[src/assert_macros.svh]
// Assertion helpers shared by the RTL. Each expects clk and rst_n in scope.
`ifndef ASSERT_MACROS_SVH
`define ASSERT_MACROS_SVH

// Property checked at every rising edge outside of reset.
`define ASSERT_CLK(lbl, prop, msg) \
  lbl: assert property (@(posedge clk) disable iff (!rst_n) prop) else $error(msg);

// Expression that must never be true outside of reset.
`define ASSERT_NEVER(lbl, expr, msg) \
  `ASSERT_CLK(lbl, !(expr), msg)

`endif

[src/bswi_pkg.sv]
package bswi_pkg;

  // Command codes of an input transaction.
  localparam logic [1:0] CMD_PUSH = 2'd0;
  localparam logic [1:0] CMD_POP  = 2'd1;
  localparam logic [1:0] CMD_INC  = 2'd2;

  // Status codes of a result transaction.
  localparam logic [1:0] ST_DONE  = 2'd0;
  localparam logic [1:0] ST_FULL  = 2'd1;
  localparam logic [1:0] ST_EMPTY = 2'd2;

  // Capacity register reset value.
  localparam logic [10:0]    CAP_RESET = 11'd1024;

  // Data returned by a pop on an empty stack.
  localparam logic signed [31:0] EMPTY_POP_DATA = 32'shFFFF_FFFF;

  typedef struct packed {
    logic [1:0]         command;
    logic signed [31:0] value;
    logic [10:0]        count;
  } in_item_t;

  typedef struct packed {
    logic signed [31:0] pop_data;
    logic [1:0]         status;
  } out_item_t;

  // Status of the operation sequencer toward the top level.
  typedef struct packed {
    logic idle;
    logic done;
  } seq_stat_t;

endpackage

[src/bswi_seq.sv]
module bswi_seq #(
  parameter int DEPTH = 1024
) (
  input  logic                     clk,
  input  logic                     rst_n,
  input  logic                     start,
  input  bswi_pkg::in_item_t       item,
  input  logic [10:0]              max_size,
  input  logic                     out_free,
  output bswi_pkg::seq_stat_t      stat,
  output bswi_pkg::out_item_t      result,
  output logic [$clog2(DEPTH)-1:0] raddr,
  output logic [$clog2(DEPTH)-1:0] waddr,
  output logic                     st_we,
  output logic [31:0]              st_wdata,
  input  logic [31:0]              st_rdata,
  output logic                     inc_we,
  output logic [31:0]              inc_wdata,
  input  logic [31:0]              inc_rdata
);

  localparam int AW = $clog2(DEPTH);
  localparam int SW = $clog2(DEPTH + 1);
  localparam int XW = (SW > 11) ? SW : 11;

  typedef enum logic [5:0] {
    S_IDLE = 6'b000001,
    S_READ = 6'b000010,
    S_POP  = 6'b000100,
    S_PROP = 6'b001000,
    S_INC  = 6'b010000,
    S_DONE = 6'b100000
  } state_t;

  state_t              state_r, state_nxt;
  logic [SW-1:0]       size_r, size_nxt;
  logic [AW-1:0]       idx_r, idx_nxt;
  logic [1:0]          cmd_r, cmd_nxt;
  logic [31:0]         val_r, val_nxt;
  logic [31:0]         hold_r, hold_nxt;
  bswi_pkg::out_item_t res_r, res_nxt;

  logic [XW-1:0] size_x, max_x, cnt_x, inc_sel, inc_dec;
  logic [SW-1:0] size_dec;
  logic [AW-1:0] top_idx, inc_idx, idx_dec;
  logic          full, empty, inc_none, push_ok;
  logic [31:0]   add_a, add_b, add_y;

  // Fill level checks against the capacity and the storage depth.
  assign size_x   = XW'(size_r);
  assign max_x    = XW'(max_size);
  assign cnt_x    = XW'(item.count);
  assign full     = (size_x >= max_x) || (size_x >= XW'(DEPTH));
  assign empty    = (size_r == '0);
  assign size_dec = size_r - SW'(1);
  assign top_idx  = size_dec[AW-1:0];
  assign idx_dec  = idx_r - AW'(1);

  // An increment lands on the highest entry it covers: min(count, size) - 1.
  assign inc_sel  = (cnt_x < size_x) ? cnt_x : size_x;
  assign inc_dec  = inc_sel - XW'(1);
  assign inc_idx  = inc_dec[AW-1:0];
  assign inc_none = (item.count == '0) || empty;

  assign push_ok  = (state_r == S_IDLE) && start && (item.command == bswi_pkg::CMD_PUSH) &&
                    !full;

  // Shared adder: pop sum, pending-increment carry down, or increment update.
  always_comb begin
    case (state_r)
      S_POP: begin
        add_a = st_rdata;
        add_b = inc_rdata;
      end
      S_PROP: begin
        add_a = hold_r;
        add_b = inc_rdata;
      end
      default: begin
        add_a = inc_rdata;
        add_b = val_r;
      end
    endcase
  end
  assign add_y = add_a + add_b;

  // Memory addressing and write strobes.
  always_comb begin
    case (state_r)
      S_IDLE:  raddr = (item.command == bswi_pkg::CMD_POP) ? top_idx : inc_idx;
      S_POP:   raddr = idx_dec;
      default: raddr = idx_r;
    endcase
  end
  assign waddr     = (state_r == S_IDLE) ? size_r[AW-1:0] : idx_r;
  assign st_we     = push_ok;
  assign st_wdata  = item.value;
  assign inc_we    = push_ok || (state_r == S_PROP) || (state_r == S_INC);
  assign inc_wdata = (state_r == S_IDLE) ? 32'd0 : add_y;

  // Operation sequencer.
  always_comb begin
    state_nxt = state_r;
    size_nxt  = size_r;
    idx_nxt   = idx_r;
    cmd_nxt   = cmd_r;
    val_nxt   = val_r;
    hold_nxt  = hold_r;
    res_nxt   = res_r;
    case (state_r)
      S_IDLE: begin
        if (start) begin
          cmd_nxt   = item.command;
          val_nxt   = item.value;
          res_nxt   = '{pop_data: '0, status: bswi_pkg::ST_DONE};
          state_nxt = S_DONE;
          case (item.command)
            bswi_pkg::CMD_PUSH: begin
              if (full) begin
                res_nxt.status = bswi_pkg::ST_FULL;
              end else begin
                size_nxt = size_r + SW'(1);
              end
            end
            bswi_pkg::CMD_POP: begin
              if (empty) begin
                res_nxt = '{pop_data: bswi_pkg::EMPTY_POP_DATA, status: bswi_pkg::ST_EMPTY};
              end else begin
                size_nxt  = size_dec;
                idx_nxt   = top_idx;
                state_nxt = S_READ;
              end
            end
            bswi_pkg::CMD_INC: begin
              if (!inc_none) begin
                idx_nxt   = inc_idx;
                state_nxt = S_READ;
              end
            end
            default: begin
              state_nxt = S_DONE;
            end
          endcase
        end
      end
      S_READ: begin
        state_nxt = (cmd_r == bswi_pkg::CMD_POP) ? S_POP : S_INC;
      end
      S_POP: begin
        res_nxt.pop_data = add_y;
        hold_nxt         = inc_rdata;
        if (idx_r == '0) begin
          state_nxt = S_DONE;
        end else begin
          idx_nxt   = idx_dec;
          state_nxt = S_PROP;
        end
      end
      S_PROP: begin
        state_nxt = S_DONE;
      end
      S_INC: begin
        state_nxt = S_DONE;
      end
      S_DONE: begin
        if (out_free) begin
          state_nxt = S_IDLE;
        end
      end
      default: begin
        state_nxt = S_IDLE;
      end
    endcase
  end

  always_ff @(posedge clk) begin
    if (!rst_n) begin
      state_r <= S_IDLE;
      size_r  <= '0;
    end else begin
      state_r <= state_nxt;
      size_r  <= size_nxt;
    end
  end

  always_ff @(posedge clk) begin
    idx_r  <= idx_nxt;
    cmd_r  <= cmd_nxt;
    val_r  <= val_nxt;
    hold_r <= hold_nxt;
    res_r  <= res_nxt;
  end

  assign stat   = '{idle: (state_r == S_IDLE), done: (state_r == S_DONE) && out_free};
  assign result = res_r;

endmodule

[config.mk]
export PLATFORM = sky130hd
export DESIGN_NAME = bswi_seq
export DESIGN_NICKNAME = d
export VERILOG_FILES = /design/src/assert_macros.svh /design/src/bswi_pkg.sv /design/src/bswi_seq.sv
export SDC_FILE = /design/constraint.sdc
export NUM_CORES = 1
export LEC_CHECK = 0
export ABC_AREA = 1
export BUFFER_PORTS_ARGS = -buffer_cell sky130_fd_sc_hd__buf_2
export CAP_MARGIN = 0
export CORE_MARGIN = 2
export CORE_UTILIZATION = 55
export DETAILED_ROUTE_END_ITERATION = 7
export PLACE_DENSITY = 0.82
export SLEW_MARGIN = 20
export SYNTH_ARGS = -nofsm -noshare
export SYNTH_HDL_FRONTEND = slang
export SYNTH_SLANG_ARGS = --single-unit
[constraint.sdc]
create_clock -name clk -period 4.3 [get_ports clk]
set_input_delay 0.215 -clock clk [delete_from_list [all_inputs] [get_ports clk]]
set_output_delay 0.215 -clock clk [all_outputs]
set_load 0.005 [all_outputs]
==> summary by stage <==
Worst hold path
The worst min-delay path startpoint is inc_rdata[17]. The end point of the most critical hold path is hold_r[17]$_DFFE_PN_. Counting instances, the worst hold path has a depth of 1. The tightest min-delay check is of the input port to flop type.

Final layout
The fraction of layout instances using a drive strength above 1 is 21.4%. The number of inserted diodes is 0. The final non-filler cell total is 1,801. The number of nets in the finished design is 1,748. At the end of the flow the core is filled with cells to 69.7%. The final non-filler cell area is 12,100 um2.

The layout-stage area growth over the synthesis result is 24.2%. The leading cell type in the layout, fill and taps excluded is sky130_fd_sc_hd__nand2_1. Leaving out fill and tap cells, the most frequent cells in the layout are sky130_fd_sc_hd__nand2_1 (374), sky130_fd_sc_hd__buf_2 (245), sky130_fd_sc_hd__inv_1 (134).

Setup path
The worst reg2reg path endpoint is result[33]$_DFFE_PP_. The critical path launch point type is a flop. The element type at the critical path end is an output port. For the worst setup path, the data arrival time is 3860 ps. The slack of the worst reg-to-reg path is 740 ps.

Data on the critical path is required at its endpoint by 4090 ps. The startpoint identified for the worst register-to-register timing path is state_r[1]$_SDFFE_PN0P_. The type of the worst setup path is flop to output port. The depth of the most critical reg-to-reg path is 20. The largest fanout on the critical path is 32.

STA
The number of hold violations in the final report came to 0. The final-report setup violation count is 0. Headroom to the max-slew limit came out at 52.8%. Clock skew on the completed layout was measured at 9.75 ps. Dividing the final minimum period by the clock period gives 94.8%. The number of slew-limit violations in the final report was 0. The top achievable clock speed is 245 MHz. The transition time of the tightest slew-check pin is 707 ps. The routed design could run at a clock period as short as 4080 ps.

Clock network
The CTS sink count is 127. The clock slew seen by the registers of the worst setup and hold paths is 60 ps. Clock tree synthesis selected as its root buffer the cell sky130_fd_sc_hd__clkbuf_16. The H-tree level count is 4. In this run the deepest clock path goes through 2 buffers. The CTS tree is yes.

The TritonCTS buffer count is 17. The clock latency reported for the late side of the worst-skew pair is 430 ps.

Yosys
The most used flip-flop cell after synthesis is sky130_fd_sc_hd__edfxtp_1. sky130_fd_sc_hd__edfxtp_1 takes more of the synthesized area than any other cell. Yosys attributes the largest share of cell area to sky130_fd_sc_hd__edfxtp_1 (34%), sky130_fd_sc_hd__nand2_1 (14%), sky130_fd_sc_hd__ha_1 (7.7%). Counting flops with an async set or reset pin after synthesis yields a share of 0%. A synthesized cell averages 7.45 um2. Yosys printed 0 warnings. After synthesis the netlist holds a flip-flop and latch count of 127. The number of distinct standard cells referenced by the synthesized netlist is 50. The number of nets handed over by synthesis was 1,488.

The share of the Yosys chip area taken by registers is 37.5%. Summed over its instances, the top area cell type makes up 34.0% of the synthesized netlist area. After technology mapping, the gate count stands at 1,303.

The mapped netlist covers 9710 um2. Counting flops with a built-in enable in the synthesized netlist gives 110.

Status
The run finished with clean final reports.

Detailed routing
The post-detailed-route via-to-cell ratio is 5.71. The detailed-routing iteration count for the pre-antenna-repair pass is 7. The final wirelength is 31,000 um. The number of routed nets with antenna violations is 0.

In the routed design, unresolved DRC markers number 0. Dividing the detail-routed wire length by the instance count gives 17.2 um. The starting DRC count in detailed routing is 1,083. The number of vias in the routed layout is 10.3k.

Place
The placed cell area is 10,900 um2. In this run the tool buffered the top-level ports with 245 buffer cells. After detailed placement, the design holds a cell count of 1,713. The routability congestion estimate is 0.983. The placed wire-length estimate after detailed placement is 22,600 um.

Power and ir drop
The clock network is responsible for 25.1% of the overall power. Of the total power, registers draw 33.4%. The overall power consumption is 5.06 mW. The net switching power is 2.00 mW. IR analysis of the VDD net gives a maximum drop of 0.273 mV.

The leakage power is 5.96 nW. The portion of total power attributed to combinational logic is 41.5%. The share of total power consumed by net switching is 39.5%. Dividing total power by cell area gives a power density of 420 nW/um2. Cell internal power was estimated by the tool at 3.06 mW.

Floorplan
The die is 137 um wide. 246 I/O pins were placed. From bottom edge to top edge, the die measures 137 um.

The core outline area is 17,300 um2. For this configuration, the core starts out at a cell density of 56.1%. The die area is 18,700 um2. Row generation in the floorplan step produced 48 rows.

Global routing
For this run, the total global-route usage over all layers was measured as 32.8%. The maximum number of pins on one net before global-route repair is 53. The number of global-route vias before repair is 9,455.

After global routing the overflow that remains totals 0. The first global-routing pass estimated 47,400 um of wire. The number of antenna violations at the first check in global routing is 0.

Job
The tool flagged a number of max-cap violations equal to 0.
registers in the layout, indices dropped and copies added (netlist names):
register,cells
result,34
hold_r,32
val_r,32
size_r,11
idx_r,10
state_r,6
cmd_r,2
metrics by stage:
stage	hold slack, ps	setup TNS, ps	setup WS (ps)
finish	4.00	0	223
global route	2.63	-9.56	-9.56
CTS	1.60	-8.18	-8.18
detailed placement	405	0	311
global placement	403	0	324
floorplan	314	0	588
synthesized netlist by cell type, types with 2 or more instances:
cell                       number
sky130_fd_sc_hd__nand2_1      374
sky130_fd_sc_hd__inv_1        134
sky130_fd_sc_hd__edfxtp_1     110
sky130_fd_sc_hd__nor2_1       108
sky130_fd_sc_hd__o21ai_0      100
sky130_fd_sc_hd__nand3_1       66
sky130_fd_sc_hd__ha_1          60
sky130_fd_sc_hd__a21oi_1       53
sky130_fd_sc_hd__nand4_1       47
sky130_fd_sc_hd__clkbuf_1      39
sky130_fd_sc_hd__buf_4         32
sky130_fd_sc_hd__xor2_1        32
sky130_fd_sc_hd__dfxtp_1       17
sky130_fd_sc_hd__nor3_1        16
sky130_fd_sc_hd__a31oi_1        9
sky130_fd_sc_hd__xnor2_1        9
sky130_fd_sc_hd__or2_2          8
sky130_fd_sc_hd__inv_2          7
sky130_fd_sc_hd__o21bai_1       7
sky130_fd_sc_hd__o221ai_1       7
sky130_fd_sc_hd__o21ai_1        6
sky130_fd_sc_hd__a21boi_0       4
sky130_fd_sc_hd__buf_2          4
sky130_fd_sc_hd__nand3b_1       4
sky130_fd_sc_hd__nor4_1         4
sky130_fd_sc_hd__a221oi_1       3
sky130_fd_sc_hd__buf_6          3
sky130_fd_sc_hd__clkinv_1       3
sky130_fd_sc_hd__nand2_2        3
sky130_fd_sc_hd__nor2_2         3
sky130_fd_sc_hd__o211ai_1       3
sky130_fd_sc_hd__o21ai_2        3
sky130_fd_sc_hd__o22ai_1        3
sky130_fd_sc_hd__a211oi_1       2
sky130_fd_sc_hd__a21o_1         2
sky130_fd_sc_hd__and3_1         2
sky130_fd_sc_hd__o21a_1         2
sky130_fd_sc_hd__o31ai_1        2
power by group through the flow:
stage	Combinational (mW)	Clock (mW)	Sequential, mW
after CTS	2.02	1.27	1.69
after detailed placement	1.98	0	1.71
after global routing	2.30	1.33	1.71
after global placement	1.94	0	1.71
after floorplan	1.21	0	1.69
final	2.10	1.27	1.69
timing repair:
action / in CTS / in global routing
setup buffers: 0 / 7
pin swaps: 0 / 5
hold buffers: 46 / 3
setup endpoints to repair: 6 / 18
gates resized for setup: 3 / 15
gates cloned: 0 / 0
hold endpoints to repair: 46 / 3
cell type report:
type                            count  area [um2]
Fill cell                        1444        5240
Clock buffer                       21         440
Timing Repair Buffer              319        1930
Clock inverter                     11        70.1
Sequential cell                   127        3640
Inverter                          144         551
Multi-Input combinational cell    954        5140
Tap cell                          225         282
logic make-up (layout without fill, tap and decap cells):
kind of cell | after synthesis | in the layout | share of synthesized area, %
AOI/OAI and AO/OA | 209 | 209 | 12.2
DFF | 127 | 127 | 37.5
xor gates and xnor gates | 41 | 41 | 3.70
adders and majority gates | 61 | 61 | 7.94
buffers and inverters | 222 | 495 | 10.1
and+or+nand+nor | 643 | 643 | 28.5
critical path, stage by stage, from the launching register on:
cell and delay [ps]:
sky130_fd_sc_hd__dfxtp_1 340, sky130_fd_sc_hd__nor2_4 160, sky130_fd_sc_hd__buf_4 140, sky130_fd_sc_hd__nand3_2 90, sky130_fd_sc_hd__nand2_2 140, sky130_fd_sc_hd__buf_6 280, sky130_fd_sc_hd__o221ai_1 220, sky130_fd_sc_hd__fa_1 500
sky130_fd_sc_hd__nand3_1 100, sky130_fd_sc_hd__nand2_1 160, sky130_fd_sc_hd__nand3_1 110, sky130_fd_sc_hd__nand2_1 150, sky130_fd_sc_hd__a21oi_4 230, sky130_fd_sc_hd__o21ai_0 140, sky130_fd_sc_hd__xor2_1 310, sky130_fd_sc_hd__inv_1 130
sky130_fd_sc_hd__nor2_1 100, sky130_fd_sc_hd__buf_2 120
per-layer routing:
metal / global-route usage, % / share of wire [%]
met5: 0 / 0
met4: 11.6 / 2.4
met3: 6.33 / 11
met2: 53.4 / 46
met1: 43.6 / 40
worst max-delay path by stage:
| stage | depth (start not counted) | end | start |
|---|---|---|---|
| final | 17 | inc_wdata[18] | state_r[4]$_SDFFE_PN0P_ |
| after floorplan | 15 | result[32]$_DFFE_PP_ | state_r[5]$_SDFFE_PN0P_ |
| after global placement | 17 | inc_wdata[18] | state_r[5]$_SDFFE_PN0P_ |
| after detailed placement | 17 | inc_wdata[18] | state_r[5]$_SDFFE_PN0P_ |
| after global routing | 21 | inc_wdata[31] | state_r[1]$_SDFFE_PN0P_ |
| after CTS | 17 | inc_wdata[18] | state_r[5]$_SDFFE_PN0P_ |
Power figures use the tool's default switching activity.
